<file path="src/hw/rtl/cfr_pkg.sv">
`timescale 1ns / 1ps

package cfr_pkg;

   // Internal significand: hidden bit, 23 fraction bits, then guard and two extra bits.
   localparam int SIG_W = 27;
   localparam int SH_W = $clog2(SIG_W);
   // Signed biased exponent, wide enough for every intermediate range.
   localparam int EXP_W = 11;
   // Quotient bits resolved in each divider stage.
   localparam int DIV_RADIX_BITS = 3;
   localparam int DIV_ITER_STAGES = SIG_W / DIV_RADIX_BITS;

   localparam logic [31:0] CANON_NAN = 32'h7FC0_0000;
   localparam logic [31:0] POS_INF = 32'h7F80_0000;
   localparam logic [31:0] POS_ZERO = 32'h0000_0000;
   localparam logic [7:0] EXP_MAX = 8'hFF;

   typedef struct packed {
      logic [31:0] in_re;
      logic [31:0] in_im;
      logic in_last;
   } req_type;

   typedef struct packed {
      logic [31:0] out_re;
      logic [31:0] out_im;
      logic out_last;
   } rsp_type;

   typedef enum logic [1:0] {
      CLS_ZERO,
      CLS_FINITE,
      CLS_INF,
      CLS_NAN
   } fclass_type;

   typedef struct packed {
      logic [23:0] sig;
      logic [7:0] eff;
   } upk_type;

   // Unrounded value: sig * 2^(exp - 127 - (SIG_W - 1)), or a fixed special word.
   typedef struct packed {
      logic spec;
      logic [31:0] spec_word;
      logic sign;
      logic signed [EXP_W-1:0] exp;
      logic [SIG_W-1:0] sig;
      logic sticky;
   } fpint_type;

   // Partial remainder and quotient of the restoring divider.
   typedef struct packed {
      logic [24:0] rem;
      logic [SIG_W-1:0] quo;
   } divst_type;

   function automatic fclass_type cfr_class(logic [31:0] w);
      fclass_type c;
      if (w[30:23] == EXP_MAX) begin
         c = (w[22:0] != 23'd0) ? CLS_NAN : CLS_INF;
      end else if (w[30:0] == 31'd0) begin
         c = CLS_ZERO;
      end else begin
         c = CLS_FINITE;
      end
      return c;
   endfunction

   // Subnormals get no hidden bit and the exponent of the smallest normal.
   function automatic upk_type cfr_unpack(logic [31:0] w);
      upk_type u;
      u.sig = {(w[30:23] != 8'd0), w[22:0]};
      u.eff = (w[30:23] == 8'd0) ? 8'd1 : w[30:23];
      return u;
   endfunction

   function automatic logic [5:0] cfr_lzc48(logic [47:0] v);
      logic [5:0] lz;
      lz = 6'd0;
      for (int i = 0; i < 48; i++) begin
         if (v[i]) begin
            lz = 6'(47 - i);
         end
      end
      return lz;
   endfunction

   function automatic logic [4:0] cfr_lzc24(logic [23:0] v);
      logic [4:0] lz;
      lz = 5'd0;
      for (int i = 0; i < 24; i++) begin
         if (v[i]) begin
            lz = 5'(23 - i);
         end
      end
      return lz;
   endfunction

   // Shift a value below the normal range right, folding lost bits into sticky.
   function automatic fpint_type cfr_denorm(fpint_type x);
      fpint_type r;
      logic [EXP_W-1:0] amt;
      logic [SIG_W-1:0] lost;
      r = x;
      amt = EXP_W'(11'sd1 - x.exp);
      lost = '0;
      if (x.exp < 11'sd1) begin
         if (amt >= EXP_W'(SIG_W)) begin
            r.sig = '0;
            r.sticky = x.sticky | (|x.sig);
         end else begin
            lost = x.sig & ~({SIG_W{1'b1}} << amt[SH_W-1:0]);
            r.sig = x.sig >> amt[SH_W-1:0];
            r.sticky = x.sticky | (|lost);
         end
         r.exp = '0;
      end
      return r;
   endfunction

   // Round to nearest-even and pack; a carry out of the fraction bumps the exponent.
   function automatic logic [31:0] cfr_round(fpint_type x);
      logic [7:0] ef;
      logic [22:0] frac;
      logic guard;
      logic st;
      logic up;
      logic [30:0] mag;
      logic [31:0] res;
      ef = x.sig[SIG_W-1] ? x.exp[7:0] : 8'd0;
      frac = x.sig[SIG_W-2 -: 23];
      guard = x.sig[SIG_W-25];
      st = (|x.sig[SIG_W-26:0]) | x.sticky;
      up = guard & (st | frac[0]);
      mag = {ef, frac} + 31'(up);
      if (x.spec) begin
         res = x.spec_word;
      end else if (x.exp > 11'sd254) begin
         res = {x.sign, POS_INF[30:0]};
      end else begin
         res = {x.sign, mag};
      end
      return res;
   endfunction

   // Several steps of restoring division.
   function automatic divst_type cfr_div_steps(divst_type x, logic [23:0] d);
      divst_type r;
      r = x;
      for (int i = 0; i < DIV_RADIX_BITS; i++) begin
         if (r.rem >= {1'b0, d}) begin
            r.rem = r.rem - {1'b0, d};
            r.quo = {r.quo[SIG_W-2:0], 1'b1};
         end else begin
            r.quo = {r.quo[SIG_W-2:0], 1'b0};
         end
         r.rem = {r.rem[23:0], 1'b0};
      end
      return r;
   endfunction

endpackage

</file>
<file path="src/hw/rtl/cfr_fmul.sv">
`timescale 1ns / 1ps

// Two squaring lanes: lane 0 squares the real part, lane 1 the imaginary part.
module cfr_fmul import cfr_pkg::*; (
   input logic clock,
   input logic reset,
   input logic en,
   input logic in_valid,
   input req_type in_item,
   output logic out_valid,
   output req_type out_item,
   output logic [1:0][31:0] out_sq
);

   typedef struct packed {
      logic spec;
      logic [31:0] spec_word;
      logic signed [EXP_W-1:0] exp;
      logic [47:0] prod;
   } mprod_type;

   logic [1:0][31:0] opw;
   upk_type [1:0] up;
   fclass_type cls [2];
   mprod_type [1:0] s1_in, s1_ff;
   logic [1:0][5:0] lz;
   logic [1:0][47:0] norm;
   fpint_type [1:0] s2_in, s2_ff, s3_in, s3_ff;
   logic [1:0][31:0] s4_in, s4_ff;
   logic [3:0] vld_ff;
   req_type item_ff [4];

   assign opw = {in_item.in_im, in_item.in_re};

   // Stage 1: classify and form the exact product of the significands.
   always_comb begin
      for (int k = 0; k < 2; k++) begin
         up[k] = cfr_unpack(opw[k]);
         cls[k] = cfr_class(opw[k]);
         s1_in[k].spec = (cls[k] != CLS_FINITE);
         unique case (cls[k])
            CLS_NAN: s1_in[k].spec_word = CANON_NAN;
            CLS_INF: s1_in[k].spec_word = POS_INF;
            default: s1_in[k].spec_word = POS_ZERO;
         endcase
         s1_in[k].exp = $signed({2'b00, up[k].eff, 1'b0}) - 11'sd126;
         s1_in[k].prod = up[k].sig * up[k].sig;
      end
   end

   // Stage 2: normalize the product and compress it to the rounding width.
   always_comb begin
      for (int k = 0; k < 2; k++) begin
         lz[k] = cfr_lzc48(s1_ff[k].prod);
         norm[k] = s1_ff[k].prod << lz[k];
         s2_in[k].spec = s1_ff[k].spec;
         s2_in[k].spec_word = s1_ff[k].spec_word;
         s2_in[k].sign = 1'b0;
         s2_in[k].exp = s1_ff[k].exp - $signed({5'b00000, lz[k]});
         s2_in[k].sig = norm[k][47 -: SIG_W];
         s2_in[k].sticky = |norm[k][47-SIG_W:0];
      end
   end

   // Stages 3 and 4: denormalize where needed, then round.
   always_comb begin
      for (int k = 0; k < 2; k++) begin
         s3_in[k] = cfr_denorm(s2_ff[k]);
         s4_in[k] = cfr_round(s3_ff[k]);
      end
   end

   always_ff @(posedge clock) begin
      if (reset) begin
         vld_ff <= '0;
      end else if (en) begin
         vld_ff <= {vld_ff[2:0], in_valid};
      end
   end

   always_ff @(posedge clock) begin
      if (en) begin
         s1_ff <= s1_in;
         s2_ff <= s2_in;
         s3_ff <= s3_in;
         s4_ff <= s4_in;
         item_ff[0] <= in_item;
         for (int j = 1; j < 4; j++) begin
            item_ff[j] <= item_ff[j-1];
         end
      end
   end

   assign out_valid = vld_ff[3];
   assign out_item = item_ff[3];
   assign out_sq = s4_ff;

endmodule

</file>
<file path="config.mk">
export PLATFORM = sky130hd
export DESIGN_NAME = cfr_fmul
export DESIGN_NICKNAME = d
export VERILOG_FILES = /design/src/hw/rtl/cfr_pkg.sv /design/src/hw/rtl/cfr_fmul.sv
export SDC_FILE = /design/constraint.sdc
export NUM_CORES = 2
export LEC_CHECK = 0
export BUFFER_PORTS_ARGS = -buffer_cell sky130_fd_sc_hd__buf_2
export CAP_MARGIN = 10
export CORE_ASPECT_RATIO = 1.1
export CORE_MARGIN = 2
export CORE_UTILIZATION = 47
export DETAILED_ROUTE_END_ITERATION = 6
export GPL_TIMING_DRIVEN = 0
export SLEW_MARGIN = 20
export SYNTH_ARGS = -nofsm -noshare
export SYNTH_HDL_FRONTEND = slang
export SYNTH_SLANG_ARGS = --single-unit
</file>
<file path="constraint.sdc">
create_clock -name clock -period 17.3 [get_ports clock]
set_input_delay 1.73 -clock clock [delete_from_list [all_inputs] [get_ports clock]]
set_output_delay 1.73 -clock clock [all_outputs]
set_load 0.005 [all_outputs]
</file>
Yosys cells after proc, flatten, opt, wreduce, memory -nomap -nowiden
Memories as Yosys holds them, arrays and structs flattened.
Cells that the tools add are included.
- bitwise gates (word level): 14
- reductions and logical operators: 16
- equal/unequal tests: 8
- $add $sub $neg: 8
- shifts and indexed selects: 6
- order comparisons: 6
- div/mod/pow operators: 0
- $mul: 2
- multiplexer cells: 118
- operator list (operator ; number):
    $mux 6 ; 96
    $pmux 31 s2 ; 2
    $mux 28 ; 4
    $reduce_or 27->1 ; 4
    $mul 24x24->48 ; 2
    $shl 48x6->48 ; 2
    $mux 32 ; 2
    $add 31x1->31 ; 2
    $logic_not 31->1 ; 2
    $mux 31 ; 2
    $and 27x27->27 ; 2
    $not 27->27 ; 2
    $shl 27x5->27 const A ; 2
    $shr 27x5->27 ; 2
    $reduce_bool 23->1 ; 2
    $reduce_or 21->1 ; 2
    $mux 8 ; 4
    $ge 11x5->1 const B ; 2
    $gt 11x9->1 const B ; 2
    $lt 11x2->1 const B ; 2
    $sub 11x7->11 ; 2
    $sub 2x11->11 const A ; 2
    $sub 9x7->10 const B ; 2
    $eq 8x8->1 const B ; 2
    other kinds (9) ; 30
- register bits after elaboration: 540
- input port bits: 69
- word-level logic and storage cells: 210
- memories: 1
- memory bits (writable): 260
- latch bits: 0
- bits in read-only memories: 0
- output and inout bits: 130
- memories (memory ; depth ; bits a word ; read ports ; clocked after Yosys merged registers in ; wr ports ; RTL line ; RTL):
    item_ff ; 4 ; 65 ; 4 ; 0 ; 4 ; cfr_fmul.sv:31 ; req_type item_ff [4];

Logic depth before layout (Yosys ltp)
- word-level depth: 50
- mapped depth: 29
- mapped depth without buffers: 27

Worst setup path before layout
Ideal clock, no wire load.
- path kind: input-to-reg
- start point: in in_item[60] in the netlist's numbering
- end point: reg s1_ff[47] in the netlist's numbering (data pin)
- setup time: 0.259 ns
- stages on the path: 25
- slack: 8.574 ns
- data required time: 17.041 ns
- path buffers: 1
- arrival time: 8.467 ns
- cells stage by stage: nor4_1 nand3_1 clkbuf_1 and2_1 fa_1 fa_1 fa_1 inv_1 fa_1 fa_1 fa_1 inv_1 fa_1 ha_1 o21ai_0 a211oi_1 o21ai_0 a21oi_1 o2111ai_1 a311oi_1 nand3_1 a32oi_1 a221o_1 a21oi_1 xnor2_1
- RTL lines (element ; RTL line ; RTL):
    from (decl) ; cfr_fmul.sv:9 ; input req_type in_item,
    to (signal assigned) ; cfr_fmul.sv:83 ; s1_ff <= s1_in;
    to (decl) ; cfr_fmul.sv:25 ; mprod_type [1:0] s1_in, s1_ff;

==> results.tsv <==
stage	metric	value	unit
synth	synth_area_leader_cell	edfxtp_1	
global_routing	antenna_found_initial	8	
cells_and_area	syn2layout_area_growth	9.00	%
floorplan	chipWidth	353	um
setup_path	cpPeakStageDelay	0.75	ns
synth	synthArstFlopShare	0	%
flow_run	max-cap-violations	0	
clock_network	cts_resized	0	
setup_path	worst_path_max_delay_cell	a311oi_1	
timing	final_max_slew_viol_count	0	
setup_path	crit_top_cell	fa_1	
clock_network	path_clk_slew	0.06	ns
floorplan	core	133000	um^2
synth	synthTopCellsByArea	edfxtp_1 29%, fa_1 27%, ha_1 7.4%, inv_1 6.5%, and2_1 3.4%	
route	drcViolationCount	8	
floorplan	start_util	47.4	%
timing	max_slew_margin	22.4	%
floorplan	die_area	137000	um^2
clock_network	insertion_delay	0.69	ns
setup_path	reg2regPathDepth	14	
clock_network	cts_tree	built	
global_routing	grt_pass1_vias	47900	
setup_path	cp-endpoint	s1_ff[47]	
setup_path	rrSetupSlack	12.05	ns
clock_network	cts_hold_buffers	0	
clock_network	clockBufferDepth	3	
placed_design	portBuffers	196	
setup_path	worstPathArrival	10.91	ns
setup_path	path_max_fanout	10	
route	vias	44900	
synth	yosysSeqAreaShare	29.0	%
setup_path	r2r-end	s2_ff[36]	
timing	finalCritPeriodShare	60.6	%
synth	ys_ff_latch	610	
cells_and_area	nets	7633	
synth	syn_area_per_cell	10.4	um^2
clock_network	cts_setup_buffers	0	
synth	synth_top_area_share	28.9	%
setup_path	start_kind	input port	
route	drtIter0Drc	3504	
cells_and_area	drive_gt1_share	7.24	%
setup_path	cp-startpoint	in_item[60]	
route	via_per_inst	5.49	
global_routing	grt_use_total	26.6	%
outcome	violations	design-rule violations	
clock_network	clock-sinks	610	
route	finalWirelength	179	mm
synth	synth-edff-count	606	
synth	ys.flop_type	edfxtp_1	
synth	netlist_area	63000	um^2
placed_design	hpwl	143	mm
setup_path	critPathCaptureType	register	
global_routing	grt_max_degree	97	
route	drtAntennaViolNets	0	
route	dr.pass1.iters	7	
floorplan	die_y	388	um
placed_design	gp_congestion	0.959	
setup_path	timing.rr.start	s1_ff[17]	
timing	finalSetupTns	0	ns
clock_network	cts-root-buf	clkbuf_16	
setup_path	crit_required	17.72	ns
timing	rsz0062_at_grt	no	
timing	skew	0.0683	ns
timing	max_freq	95.4	MHz
min_path	worstHoldPathType	register to register	
synth	syn-instance-count	6070	
setup_path	worstSetupPathType	input port to register	
timing	hold_viol_final	0	
synth	yosysWarnings	0	
global_routing	grt_pass1_wl	281	mm
clock_network	htreeDepth	3	
synth	ys_types	87	
floorplan	core.rowCount	140	
floorplan	pin_count	199	
route	wire_per_inst	21.9	um
global_routing	grt_overflow_total	0	
timing	setup_viol	0	
outcome	status	complete, but fails checks	
timing	tightestPinTransition	1.16	ns
clock_network	cts_inserted_buffers	68	
timing	period_minus_slack	10.49	ns
## registers in the layout (all words and copies together) (netlist names)
name     flops
item_ff    258
s1_ff      118
s2_ff       84
s3_ff       84
out_sq      62
vld_ff       4
## metal layers
metal,share of wire (%),global-route usage [%],wire (um)
met1,44,35.9,78300
met3,5.9,4.03,10500
met5,0,0,0
met4,3.7,9.94,6620
met2,47,43.4,83600
## through the flow
stage	setup slack (ns)	utilization [%]	instances	cell area, um^2	hold WS [ns]
final	6.81	51.7	8176	68700	0.388
after global routing	6.44	51.7	8176	68700	0.391
after CTS	6.90	51.7	8174	68600	0.386
after detailed placement	6.19	50.0	8051	66400	0.405
after global placement	5.21	49.9	8044	66200	0.400
after floorplan	8.57	-	6073	63000	0.400
## worst min-delay path by stage
stage | startpoint | end | slack (ns) | cells past startpoint
2_1_floorplan | item_ff[0][0] | item_ff[1][0] | 0.40 | 0
3_3_place_gp | item_ff[0][44] | item_ff[1][44] | 0.40 | 0
3_5_place_dp | item_ff[0][25] | item_ff[1][25] | 0.40 | 0
4_1_cts | item_ff[1][37] | item_ff[2][37] | 0.39 | 0
5_1_grt | item_ff[1][37] | item_ff[2][37] | 0.39 | 0
6_report | item_ff[1][37] | item_ff[2][37] | 0.39 | 0
## synthesized netlist by cell type, types with 24 or more instances
| library cell | number |
|---|---|
| nor3_1 | 53 |
| nor4_1 | 44 |
| edfxtp_1 | 606 |
| ha_1 | 372 |
| and3_1 | 33 |
| xor2_1 | 75 |
| a21o_1 | 46 |
| mux2_2 | 63 |
| and2_1 | 345 |
| a211oi_1 | 47 |
| xnor2_1 | 108 |
| fa_1 | 846 |
| buf_2 | 28 |
| a31oi_1 | 50 |
| nor2_1 | 356 |
| nand2_1 | 467 |
| buf_1 | 24 |
| mux2i_1 | 194 |
| inv_1 | 1087 |
| a21oi_1 | 234 |
| o21a_1 | 30 |
| nand3_1 | 85 |
| nor2b_1 | 50 |
| o21ai_0 | 225 |
| clkbuf_1 | 188 |
## kinds of logic (layout without fill, tap and decap cells)
kind of cell	Yosys count	in the layout	share of synthesized area [%]
simple gates	1549	1549	12.0
buf+inv	1344	1670	8.11
fa+ha+maj	1219	1219	34.3
compound gates	882	882	8.99
flops	610	610	29.0
mux	282	282	5.07
xor+xnor	183	183	2.54
other cells	1	6	0.00595
## area by class of cell
| cell class | instances | area, um^2 |
|---|---|---|
| clock buffer | 80 | 1770 |
| antenna | 2 | 5.00 |
| timing repair buffer | 203 | 1180 |
| tap | 1775 | 2220 |
| inverter | 1098 | 4120 |
| clock inverter | 43 | 477 |
| buffer | 246 | 985 |
| fill | 12300 | 64100 |
| multi-input combinational | 4119 | 39600 |
| sequential | 610 | 18300 |
## worst max-delay path, delay by kind of cell
family	cells	cell delay [ns]
buf+inv	4	0.90
xor+xnor	1	0.12
fa+ha+maj	8	3.95
compound gates	9	2.54
simple gates	4	1.65
## placed cells by master (no fill, tap or decap), types with 194 or more instances in the layout
| cell type | n |
|---|---|
| inv_1 | 1087 |
| fa_1 | 846 |
| edfxtp_1 | 606 |
| nand2_1 | 467 |
| ha_1 | 372 |
| nor2_1 | 356 |
| and2_1 | 345 |
| a21oi_1 | 234 |
| o21ai_0 | 225 |
| buf_2 | 223 |
| clkbuf_1 | 199 |
| mux2i_1 | 194 |
Power is left out: the tool's default activity adds up to more than one toggle a clock period on the data nets, which glitch-free logic cannot reach.
