**src/hw/rtl/cfr_pkg.sv**
```systemverilog
`timescale 1ns / 1ps

package cfr_pkg;

   // Internal significand: hidden bit, 23 fraction bits, then guard and two extra bits.
   localparam int SIG_W = 27;
   localparam int SH_W = $clog2(SIG_W);
   // Signed biased exponent, wide enough for every intermediate range.
   localparam int EXP_W = 11;
   // Quotient bits resolved in each divider stage.
   localparam int DIV_RADIX_BITS = 3;
   localparam int DIV_ITER_STAGES = SIG_W / DIV_RADIX_BITS;

   localparam logic [31:0] CANON_NAN = 32'h7FC0_0000;
   localparam logic [31:0] POS_INF = 32'h7F80_0000;
   localparam logic [31:0] POS_ZERO = 32'h0000_0000;
   localparam logic [7:0] EXP_MAX = 8'hFF;

   typedef struct packed {
      logic [31:0] in_re;
      logic [31:0] in_im;
      logic in_last;
   } req_type;

   typedef struct packed {
      logic [31:0] out_re;
      logic [31:0] out_im;
      logic out_last;
   } rsp_type;

   typedef enum logic [1:0] {
      CLS_ZERO,
      CLS_FINITE,
      CLS_INF,
      CLS_NAN
   } fclass_type;

   typedef struct packed {
      logic [23:0] sig;
      logic [7:0] eff;
   } upk_type;

   // Unrounded value: sig * 2^(exp - 127 - (SIG_W - 1)), or a fixed special word.
   typedef struct packed {
      logic spec;
      logic [31:0] spec_word;
      logic sign;
      logic signed [EXP_W-1:0] exp;
      logic [SIG_W-1:0] sig;
      logic sticky;
   } fpint_type;

   // Partial remainder and quotient of the restoring divider.
   typedef struct packed {
      logic [24:0] rem;
      logic [SIG_W-1:0] quo;
   } divst_type;

   function automatic fclass_type cfr_class(logic [31:0] w);
      fclass_type c;
      if (w[30:23] == EXP_MAX) begin
         c = (w[22:0] != 23'd0) ? CLS_NAN : CLS_INF;
      end else if (w[30:0] == 31'd0) begin
         c = CLS_ZERO;
      end else begin
         c = CLS_FINITE;
      end
      return c;
   endfunction

   // Subnormals get no hidden bit and the exponent of the smallest normal.
   function automatic upk_type cfr_unpack(logic [31:0] w);
      upk_type u;
      u.sig = {(w[30:23] != 8'd0), w[22:0]};
      u.eff = (w[30:23] == 8'd0) ? 8'd1 : w[30:23];
      return u;
   endfunction

   function automatic logic [5:0] cfr_lzc48(logic [47:0] v);
      logic [5:0] lz;
      lz = 6'd0;
      for (int i = 0; i < 48; i++) begin
         if (v[i]) begin
            lz = 6'(47 - i);
         end
      end
      return lz;
   endfunction

   function automatic logic [4:0] cfr_lzc24(logic [23:0] v);
      logic [4:0] lz;
      lz = 5'd0;
      for (int i = 0; i < 24; i++) begin
         if (v[i]) begin
            lz = 5'(23 - i);
         end
      end
      return lz;
   endfunction

   // Shift a value below the normal range right, folding lost bits into sticky.
   function automatic fpint_type cfr_denorm(fpint_type x);
      fpint_type r;
      logic [EXP_W-1:0] amt;
      logic [SIG_W-1:0] lost;
      r = x;
      amt = EXP_W'(11'sd1 - x.exp);
      lost = '0;
      if (x.exp < 11'sd1) begin
         if (amt >= EXP_W'(SIG_W)) begin
            r.sig = '0;
            r.sticky = x.sticky | (|x.sig);
         end else begin
            lost = x.sig & ~({SIG_W{1'b1}} << amt[SH_W-1:0]);
            r.sig = x.sig >> amt[SH_W-1:0];
            r.sticky = x.sticky | (|lost);
         end
         r.exp = '0;
      end
      return r;
   endfunction

   // Round to nearest-even and pack; a carry out of the fraction bumps the exponent.
   function automatic logic [31:0] cfr_round(fpint_type x);
      logic [7:0] ef;
      logic [22:0] frac;
      logic guard;
      logic st;
      logic up;
      logic [30:0] mag;
      logic [31:0] res;
      ef = x.sig[SIG_W-1] ? x.exp[7:0] : 8'd0;
      frac = x.sig[SIG_W-2 -: 23];
      guard = x.sig[SIG_W-25];
      st = (|x.sig[SIG_W-26:0]) | x.sticky;
      up = guard & (st | frac[0]);
      mag = {ef, frac} + 31'(up);
      if (x.spec) begin
         res = x.spec_word;
      end else if (x.exp > 11'sd254) begin
         res = {x.sign, POS_INF[30:0]};
      end else begin
         res = {x.sign, mag};
      end
      return res;
   endfunction

   // Several steps of restoring division.
   function automatic divst_type cfr_div_steps(divst_type x, logic [23:0] d);
      divst_type r;
      r = x;
      for (int i = 0; i < DIV_RADIX_BITS; i++) begin
         if (r.rem >= {1'b0, d}) begin
            r.rem = r.rem - {1'b0, d};
            r.quo = {r.quo[SIG_W-2:0], 1'b1};
         end else begin
            r.quo = {r.quo[SIG_W-2:0], 1'b0};
         end
         r.rem = {r.rem[23:0], 1'b0};
      end
      return r;
   endfunction

endpackage

```
**src/hw/rtl/cfr_fadd.sv**
```systemverilog
`timescale 1ns / 1ps

// Adds the two squares. Both operands are non-negative, so only magnitudes add.
module cfr_fadd import cfr_pkg::*; (
   input logic clock,
   input logic reset,
   input logic en,
   input logic in_valid,
   input req_type in_item,
   input logic [31:0] in_x,
   input logic [31:0] in_y,
   output logic out_valid,
   output req_type out_item,
   output logic [31:0] out_sum
);

   typedef struct packed {
      logic spec;
      logic [31:0] spec_word;
      logic [31:0] big;
      logic [31:0] lesser;
   } aswap_type;

   typedef struct packed {
      logic spec;
      logic [31:0] spec_word;
      logic [7:0] eff;
      logic [SIG_W:0] sum;
      logic sticky;
   } asum_type;

   fclass_type cx, cy;
   aswap_type a1_in, a1_ff;
   asum_type a2_in, a2_ff;
   upk_type ux, uy;
   logic [7:0] diff;
   logic [SIG_W-1:0] ywide, yshift;
   logic ylost;
   fpint_type a3_pre;
   logic [31:0] a3_in, a3_ff;
   logic [2:0] vld_ff;
   req_type item_ff [3];

   // Stage 1: special cases and operand ordering by magnitude.
   always_comb begin
      cx = cfr_class(in_x);
      cy = cfr_class(in_y);
      a1_in.spec = (cx == CLS_NAN) || (cy == CLS_NAN) || (cx == CLS_INF) || (cy == CLS_INF);
      a1_in.spec_word = ((cx == CLS_NAN) || (cy == CLS_NAN)) ? CANON_NAN : POS_INF;
      if (in_y[30:0] > in_x[30:0]) begin
         a1_in.big = in_y;
         a1_in.lesser = in_x;
      end else begin
         a1_in.big = in_x;
         a1_in.lesser = in_y;
      end
   end

   // Stage 2: align the smaller operand and add.
   always_comb begin
      ux = cfr_unpack(a1_ff.big);
      uy = cfr_unpack(a1_ff.lesser);
      diff = ux.eff - uy.eff;
      ywide = {uy.sig, {(SIG_W-24){1'b0}}};
      if (diff >= 8'(SIG_W)) begin
         yshift = '0;
         ylost = |uy.sig;
      end else begin
         yshift = ywide >> diff[SH_W-1:0];
         ylost = |(ywide & ~({SIG_W{1'b1}} << diff[SH_W-1:0]));
      end
      a2_in.spec = a1_ff.spec;
      a2_in.spec_word = a1_ff.spec_word;
      a2_in.eff = ux.eff;
      a2_in.sum = {1'b0, ux.sig, {(SIG_W-24){1'b0}}} + {1'b0, yshift};
      a2_in.sticky = ylost;
   end

   // Stage 3: fold a carry out of the sum, then round.
   always_comb begin
      a3_pre.spec = a2_ff.spec;
      a3_pre.spec_word = a2_ff.spec_word;
      a3_pre.sign = 1'b0;
      if (a2_ff.sum[SIG_W]) begin
         a3_pre.sig = a2_ff.sum[SIG_W:1];
         a3_pre.sticky = a2_ff.sticky | a2_ff.sum[0];
         a3_pre.exp = $signed({3'b000, a2_ff.eff}) + 11'sd1;
      end else begin
         a3_pre.sig = a2_ff.sum[SIG_W-1:0];
         a3_pre.sticky = a2_ff.sticky;
         a3_pre.exp = $signed({3'b000, a2_ff.eff});
      end
      a3_in = cfr_round(a3_pre);
   end

   always_ff @(posedge clock) begin
      if (reset) begin
         vld_ff <= '0;
      end else if (en) begin
         vld_ff <= {vld_ff[1:0], in_valid};
      end
   end

   always_ff @(posedge clock) begin
      if (en) begin
         a1_ff <= a1_in;
         a2_ff <= a2_in;
         a3_ff <= a3_in;
         item_ff[0] <= in_item;
         for (int j = 1; j < 3; j++) begin
            item_ff[j] <= item_ff[j-1];
         end
      end
   end

   assign out_valid = vld_ff[2];
   assign out_item = item_ff[2];
   assign out_sum = a3_ff;

endmodule

```
**config.mk**
```make
export PLATFORM = sky130hd
export DESIGN_NAME = cfr_fadd
export DESIGN_NICKNAME = d
export VERILOG_FILES = /design/src/hw/rtl/cfr_pkg.sv /design/src/hw/rtl/cfr_fadd.sv
export SDC_FILE = /design/constraint.sdc
export NUM_CORES = 1
export LEC_CHECK = 0
export BUFFER_PORTS_ARGS = -buffer_cell sky130_fd_sc_hd__buf_2
export CAP_MARGIN = 10
export CORE_UTILIZATION = 45
export DETAILED_ROUTE_END_ITERATION = 8
export MAX_ROUTING_LAYER = met4
export PLACE_DENSITY = 0.69
export SYNTH_ARGS = -nofsm -noshare
export SYNTH_HDL_FRONTEND = slang
export SYNTH_SLANG_ARGS = --single-unit
```
**constraint.sdc**
```tcl
create_clock -name clock -period 6.09 [get_ports clock]
set_input_delay 0.609 -clock clock [delete_from_list [all_inputs] [get_ports clock]]
set_output_delay 0.609 -clock clock [all_outputs]
set_load 0.01 [all_outputs]
```
; After elaboration in Yosys (flattened, before gate mapping)
; Memory sizes are Yosys's and may differ from the RTL's.
; Index checks and enable logic that the tools add are counted.
[classes]
add_sub_neg = 4
magnitude_cmp = 3
eq_ne = 6
n_shift = 2
mux = 18
bitwise = 6
reduce_logical = 14
[ops]
columns = cell, count
row1 = 2-to-1 mux 63 bit, 1
row2 = zero test 31 bit, 2
row3 = nonzero test 23 bit, 2
row4 = 2-to-1 mux 37 bit, 1
row5 = 2-to-1 mux 32 bit, 1
row6 = adder 31 x 1 -> 31 bit, 1
row7 = > comparator 31 bit, 1
row8 = 2-to-1 mux 31 bit, 1
row9 = adder 27 x 27 -> 28 bit, 1
row10 = bitwise AND 27 bit, 1
row11 = 2-to-1 mux 27 bit, 1
row12 = NOT 27 bit, 1
row13 = OR reduction 27 bit, 1
row14 = left shift 27 x 5 -> 27 bit (first input constant), 1
row15 = >> shifter 27 x 5 -> 27 bit, 1
row16 = 2-to-1 mux 8 bit, 3
row17 = OR reduction 24 bit, 1
row18 = 2-to-1 mux 23 bit, 1
row19 = equality test 8 bit (second input constant), 2
row20 = zero test 8 bit, 2
row21 = nonzero test 8 bit, 2
row22 = > comparator 11 x 9 -> 1 bit (second input constant), 1
row23 = adder 8 x 1 -> 9 bit (second input constant), 1
row24 = equality test 2 bit (second input constant), 4
row25 = 8 further kinds, 19
[word_totals]
register_bits = 200
ram_bits = 195
inputBits = 133
output_inout_bits = 98
elab_cells = 65
mem_count = 1
[mem_list]
columns = memory, depth, word_bits, read_ports, rd_ports_with_merged_regs, wr, line
row1 = item_ff, 3, 65, 3, 0, 3, cfr_fadd.sv:42  ; req_type item_ff [3];

; Logic depth before layout (Yosys ltp)
; Gate-level depths: netlist (run 1).
[logic_depth]
depth_word = 9
depth_mapped = 24
ltp_nobuf = 22

; Least setup slack after synthesis (run 1)
; No wires, ideal clock.
[synth_timing]
kind = reg2reg
from = register a1_ff[27] (netlist name)
to = register a2_ff[28] (netlist name), data pin
setup_ns = 0.264
t_arrival_ns = 5.136
t_required_ns = 5.826
slack_ns = 0.691
path_stages_with_launch = 24
path_buffers = 3
synth_period_minus_slack_ns = 5.399
cell_sequence = edfxtp_1 nor4_1 nand2_1 nand2b_1 ha_1 inv_1 fa_1 clkbuf_1 buf_1 clkbuf_1 mux4_2 mux2i_1 a211oi_1 a21oi_1 nor2_1 ha_1 fa_1 a21o_1 a21oi_1 o21ai_0 a22oi_1 a21oi_1 a211oi_1 o21ai_0
[synth_lines]
columns = item, line
row1 = start: declaration, cfr_fadd.sv:33  ; aswap_type a1_in, a1_ff;
row2 = start signal: assignment, cfr_fadd.sv:106  ; a1_ff <= a1_in;
row3 = end signal: assignment, cfr_fadd.sv:107  ; a2_ff <= a2_in;
row4 = end: declaration, cfr_fadd.sv:34  ; asum_type a2_in, a2_ff;

==> results.yml, run 1 <==
worst_setup_path:
  required_ns: 6.36
  r2r_setup_slack_ns: 0.50
  end_kind: "flop"
  path_class: "reg -> reg"
  critPathArrivalTime_ns: 5.86
  worst_setup_path_start_kind: "flop"
  worst-r2r-cell-count: 20
  r2r_start: "a1_ff[27]$_DFFE_PP_"
  path_max_fanout: 17
  r2r_end: "a2_ff[23]$_DFFE_PP_"
worst_hold_path:
  holdPathEnd: "item_ff[0][39]$_DFFE_PP_"
  hold_path_class: "in -> reg"
  hold_depth: 1
  worstHoldStart: "in_item[39]"
die:
  chipHeight_um: 196
  ios: 231
  fp.dieArea_um2: 38400
  die_width_um: 196
  start_util_pct: 46.0
  core_area_um2: 36800
  rows: 70
synthesis:
  ys_types: 67
  ys_warn_count: 0
  synth-adder-area-share_pct: 5.11
  synthSimpleGateAreaFrac_pct: 10.4
  async_flop_share_pct: 0
  yosysTopAreaCell: "edfxtp_1"
  synth_top_family_by_area: "simple AND/OR/NAND/NOR gates"
  synth-edff-count: 329
  seq_area_frac_synth_pct: 58.7
  yosysMostFrequentCell: "edfxtp_1"
  avgSynthCellArea_um2: 12.7
  synthCells: 1334
  synth_mux_area_share_pct: 8.22
  synth.area.top_cells: "edfxtp_1 (58%), ha_1 (4.9%), mux2_2 (4.8%)"
  synth_nets: 1535
  synth_seq_cells: 332
  netlist_area_um2: 16900
  yosys.area_share.xor_xnor_pct: 3.67
  synth.top_cells.by_count: "edfxtp_1 (329), nor2_1 (97), nand2_1 (92)"
  synth_compound_area_share_pct: 8.52
  synth_top_area_share_pct: 58.3
  ys.flop_type: "edfxtp_1"
cts:
  cts.sinks: 332
  clk_path_buf_depth: 3
  htree_num_levels: 2
  clkTransAtPathRegs_ns: 0.06
  hold_buffers: 0
  clock-root-buffer: "clkbuf_16"
  tritoncts: "built"
  clkLatencyLatePin_ns: 0.53
  cts_buffers: 36
power:
  irDropWorstVdd_mv: 0.159
  power_leakage_nw: 7.54
  power.density_nw_per_um2: 342
timing:
  period_needed_ns: 5.59
  hold_violations: 0
  fin_ws_ns: 0.504
  drv_slew: 0
  period_share_pct: 91.7
  tns_ns: 0
  maxSlewHeadroom_pct: 34.7
  finalClockSkew_ns: 0.0141
  setup_viol: 0
  rsz0062_at_grt: "false"
  tightest_slew_ns: 0.980
  fmax_ghz: 0.179
routing:
  drc_errors: 0
  wl_per_cell_um: 17.1
  wirelength_um: 34100
  vias: 10808
  vias_per_cell: 5.41
  detail_route.first_pass.iterations: 5
  drtIter0Drc: 690
  ant_nets: 0
final_layout:
  drive_gt1_share_pct: 26.7
  syn_to_final_growth_pct: 14.8
  nets: 1705
  final_area_um2: 19400
  insertedDiodeCount: 0
  num-fill-cells: 3159
place:
  placed_cell_area_um2: 18200
  place_worst_setup_slack_ns: 0.267
  dp_hpwl_um: 24900
  io_buffer_count: 227
  gp_congestion: 0.927
status:
  status: "finished, final reports clean"
grt:
  grt_pass1_wl_um: 54200
  grtUsageMet3_pct: 3.59
  grt_pass1_vias: 10269
  grt_busiest_layer: "met2"
  use_met1_pct: 24.9
  met2_usage_pct: 27.4
  grt_max_degree: 179
  track_usage_pct: 18.2
  antenna_found_initial: 0
  grt-ovfl-total: 0
run:
  cap_violations: 0
state kept, by name (all words and copies together), names as in the netlist:
| name | count |
|---|---|
| item_ff | 195 |
| a1_ff | 64 |
| a2_ff | 39 |
| out_sum | 31 |
| vld_ff | 3 |
worst max-delay path, stage by stage, from the launching register on:
cell and delay (ns):
edfxtp_1 0.42, nor4_1 0.39, nand2_1 0.14, nand2b_1 0.13, ha_1 0.16, inv_1 0.05
fa_2 0.79, buf_4 0.27, mux4_2 0.33, mux2i_1 0.22, nand2_1 0.08, a32oi_1 0.27
nor2_1 0.11, ha_1 0.31, a211o_1 0.34, a211oi_1 0.32, nor3_1 0.15, o211ai_1 0.26
a21oi_1 0.17, a211oi_1 0.31, xnor2_1 0.11
layer usage:
layer	up-vias	share of wire (%)
met5	-	0
met4	0	2.6
met3	63	6.3
met2	336	45
met1	5137	46
li1	5272	-
how the worst max path moves through the flow:
| stage | depth (start not counted) | slack (ns) | startpoint | endpoint |
|---|---|---|---|---|
| after floorplan | 23 | 0.69 | a1_ff[27]$_DFFE_PP_ | a2_ff[28]$_DFFE_PP_ |
| after global placement | 20 | 0.33 | a1_ff[27]$_DFFE_PP_ | a2_ff[23]$_DFFE_PP_ |
| after detailed placement | 20 | 0.27 | a1_ff[27]$_DFFE_PP_ | a2_ff[23]$_DFFE_PP_ |
| after CTS | 20 | 0.25 | a1_ff[27]$_DFFE_PP_ | a2_ff[23]$_DFFE_PP_ |
| after global routing | 20 | 0.02 | a1_ff[27]$_DFFE_PP_ | a2_ff[23]$_DFFE_PP_ |
| final | 20 | 0.50 | a1_ff[27]$_DFFE_PP_ | a2_ff[23]$_DFFE_PP_ |
power breakdown:
group	switching, W	total (W)	internal (W)
Combinational	0.000868	0.00149	0.000625
Clock	0.000882	0.00224	0.00136
Sequential	0.000137	0.00292	0.00278
layout make-up:
cell class              instances  area, um2  share of cell area, %
clock buffers                  39        955                   4.91
clock inverters                26        289                   1.49
inverters                      48        180                  0.927
multi-input cells             834       6140                   31.6
flip-flops and latches        332       9940                   51.1
well taps                     468        586                   3.01
repair buffers                252       1350                   6.93
cell families (layout without fill, tap and decap cells):
family	count (synthesis)	count (layout)
xor+xnor	71	71
mux	115	115
simple gates	355	355
flops	332	332
fa+ha+maj	68	68
compound gates	224	224
buf+inv	168	365
other cells	1	1
cells in the final DEF, fill, tap and decap left out, types with 6 or more instances in the layout:
cell type | synthesis | layout
xnor2_1 | 36 | 34
a21o_1 | 21 | 21
a31oi_1 | 6 | 6
edfxtp_1 | 329 | 329
nand2b_1 | 20 | 20
nand4_1 | 21 | 21
nor3_1 | 17 | 17
xor2_1 | 35 | 34
nand3_1 | 34 | 34
a21oi_1 | 65 | 65
nor2_1 | 97 | 97
buf_4 | 66 | 24
clkbuf_16 | 0 | 38
ha_1 | 66 | 66
inv_1 | 48 | 48
a211oi_1 | 32 | 31
nor4_1 | 19 | 19
nor2b_1 | 15 | 15
o211ai_1 | 9 | 9
mux2i_1 | 30 | 30
mux4_2 | 12 | 12
and3_1 | 7 | 7
o21ai_0 | 41 | 41
nand2_1 | 92 | 92
mux2_2 | 72 | 72
and2_1 | 6 | 6
clkinv_2 | 0 | 8
buf_2 | 12 | 226
metrics by stage:
stage / cells / util (%) / hold slack [ns] / power [W]
floorplan: 1334 / - / 0.400 / 0.00396
global placement: 1934 / 49.4 / 0.400 / 0.00440
detailed placement: 1934 / 49.4 / 0.405 / 0.00444
CTS: 1999 / 52.8 / 0.208 / 0.00671
global route: 1999 / 52.8 / 0.208 / 0.00698
finish: 1999 / 52.8 / 0.245 / 0.00665
repair_timing:
| action | CTS | global route |
|---|---|---|
| resized for setup | 0 | 2 |
| buffers inserted | 0 | 0 |
| setup endpoints to repair | 0 | 11 |
(Power assumes the default switching activity.)
==> run 2, diff against run 1 <==
- CORE_UTILIZATION: 45 -> 63
- PLACE_DENSITY: 0.69 -> 0.86
- clock period: 6.09 -> 7 ns (I/O delays scaled with it)
==> run 2 against run 1 <==
  * The run now ends with design-rule violations left
  * Die area is 28% lower
  * Total power is 17% lower
  * Worst setup slack better by 0.30 ns
  * Global-route usage up 6.2 points
  * Sequential power down 13%
  * Flip-flop and latch count unchanged
  * Cell area decreased by 2.1%
==> results.yml, run 2 (same netlist as run 1, synthesis figures left out) <==
status:
  status: "finished with violations"
  violations: "design-rule violations"
worst_setup_path:
  r2r_start: "a1_ff[27]$_DFFE_PP_"
  cp_top_family: "adder cells"
  path_class: "reg -> reg"
  worst-r2r-cell-count: 20
  path_common_cell: "a21oi_1"
  crit_path_top_delay_cell: "fa_1"
  required_ns: 7.26
  path_buf_inv: 1
  worst_setup_path_start_kind: "flop"
  crit_start: "a1_ff[27]$_DFFE_PP_"
  path_cells: "nor4_1 > nand2_1 > nand2b_1 > ha_1 > inv_1 > fa_1 > mux2_2 > mux2i_1 > a21oi_1 > a21oi_1 > nor2_1 > ha_1 > fa_1 > a21o_1 > a21oi_1 > o21ai_0 > a22oi_1 > nand2_1 > a21boi_0 > xnor2_1"
  crit_cells: 20
  path_max_fanout: 25
  critPathArrivalTime_ns: 6.46
  critPathMaxStageDelay_ns: 1.17
  end_kind: "flop"
timing:
  rsz0062_at_grt: "false"
  period_needed_ns: 6.20
  drv_slew: 0
  tightest_slew_ns: 1.04
  tns_ns: 0
  fin_ws_ns: 0.800
  hold_violations: 0
  period_share_pct: 88.6
  fmax_ghz: 0.161
  setup_viol: 0
  finalClockSkew_ns: 0.0126
  maxSlewHeadroom_pct: 30.7
cts:
  clkTransAtPathRegs_ns: 0.07
  tritoncts: "built"
  cts.repair.resized: 0
  clk_path_buf_depth: 3
  htree_num_levels: 2
  cts_buffers: 35
  clock-root-buffer: "clkbuf_16"
  hold_buffers: 0
  cts.sinks: 332
  postCtsSetupBuffers: 0
  clkLatencyLatePin_ns: 0.52
place:
  dp_hpwl_um: 23200
  gp_congestion: 0.948
  place_worst_setup_slack_ns: 0.879
  dp_cells: 1791
  io_buffer_count: 227
routing:
  drtIter0Drc: 1189
  vias_per_cell: 5.87
  vias: 10874
  detail_route.first_pass.iterations: 7
  ant_nets: 0
  wl_per_cell_um: 17.7
  drc_errors: 18
  wirelength_um: 32800
grt:
  grt_pass1_wl_um: 52300
  use_met1_pct: 32.2
  grt_max_degree: 135
  grt_pass1_vias: 10248
  grtUsageMet3_pct: 3.34
  antenna_found_initial: 0
  track_usage_pct: 24.5
  met2_usage_pct: 40.0
  grt-ovfl-total: 0
  grt_busiest_layer: "met2"
final_layout:
  drive_gt1_share_pct: 25.3
  regMostFlops: "item_ff"
  insertedDiodeCount: 0
  fin_cells: 1851
  top_regs: "item_ff (195), a1_ff (64), a2_ff (39)"
  final_cell_mix: "edfxtp_1 (329), buf_2 (226), nor2_1 (97)"
  syn_to_final_growth_pct: 12.4
  largest_reg_flops: 195
  layout_commonest_cell: "edfxtp_1"
  nets: 1694
worst_hold_path:
  worstHoldStart: "in_item[34]"
  hold_path_class: "in -> reg"
  hold_depth: 1
die:
  die_width_um: 166
  start_util_pct: 64.6
  chipHeight_um: 166
  core_area_um2: 26200
  ios: 231
  fp.dieArea_um2: 27500
  rows: 59
power:
  power.density_nw_per_um2: 291
  irDropWorstVdd_mv: 0.184
  power_leakage_nw: 7.41
run:
  cap_violations: 0
[run 2: changes by cell type in the layout (fill, tap and decap cells not counted), moves of 2 or more]
cell / delta
bufinv_16: -3
inv_6: -2
clkinv_2: -5
clkbuf_1: +10
clkinv_4: -2
clkbuf_16: -3
clkinvlp_4: -2
buf_4: -9
[run 2: cell type report]
type / instances / area [um2]
clock buffer: 47 / 931
clock inverter: 13 / 161
fill: 1728 / 7180
inverter: 48 / 180
multi-input combinational: 834 / 6140
sequential: 332 / 9940
tap: 335 / 419
timing repair buffer: 242 / 1260
[run 2: per-stage QoR]
stage | utilization, % | area [um2] | hold WS (ns) | total power (W)
after floorplan | - | 16900 | 0.400 | 0.00345
after global placement | 68.5 | 17900 | 0.400 | 0.00376
after detailed placement | 68.5 | 17900 | 0.405 | 0.00380
after CTS | 72.6 | 19000 | 0.331 | 0.00556
after global routing | 72.6 | 19000 | 0.332 | 0.00581
final | 72.6 | 19000 | 0.351 | 0.00554
[run 2: path summary, 6_finish.rpt]
check	to	slack, ns
worst max-delay path	a2_ff[20]$_DFFE_PP_	0.80
worst min-delay path	item_ff[0][34]$_DFFE_PP_	0.35
worst max register to register	a2_ff[20]$_DFFE_PP_	0.80
worst min register to register	item_ff[0][70]$_DFFE_PP_	0.41
[run 2: power breakdown]
part           internal (W)  switching [W]  total (W)
registers           0.00242       0.000122    0.00254
logic              0.000518       0.000730    0.00125
clock network       0.00102       0.000728    0.00175
[run 2: worst reg2reg max path, cell delays in order, from the launching register on]
cell and delay (ns):
edfxtp_1 0.42, nor4_1 0.41, nand2_1 0.14, nand2b_1 0.12, ha_1 0.14, inv_1 0.05, fa_1 1.17, mux2_2 0.45
mux2i_1 0.30, a21oi_1 0.21, a21oi_1 0.16, nor2_1 0.05, ha_1 0.21, fa_1 0.42, a21o_1 0.19, a21oi_1 0.28
o21ai_0 0.16, a22oi_1 0.54, nand2_1 0.18, a21boi_0 0.26, xnor2_1 0.09
[run 2: per-layer routing]
metal	up-vias	share of wire [%]
li1	5239	-
met1	5183	43
met2	385	49
met3	67	6.3
met4	0	2.5
met5	-	0
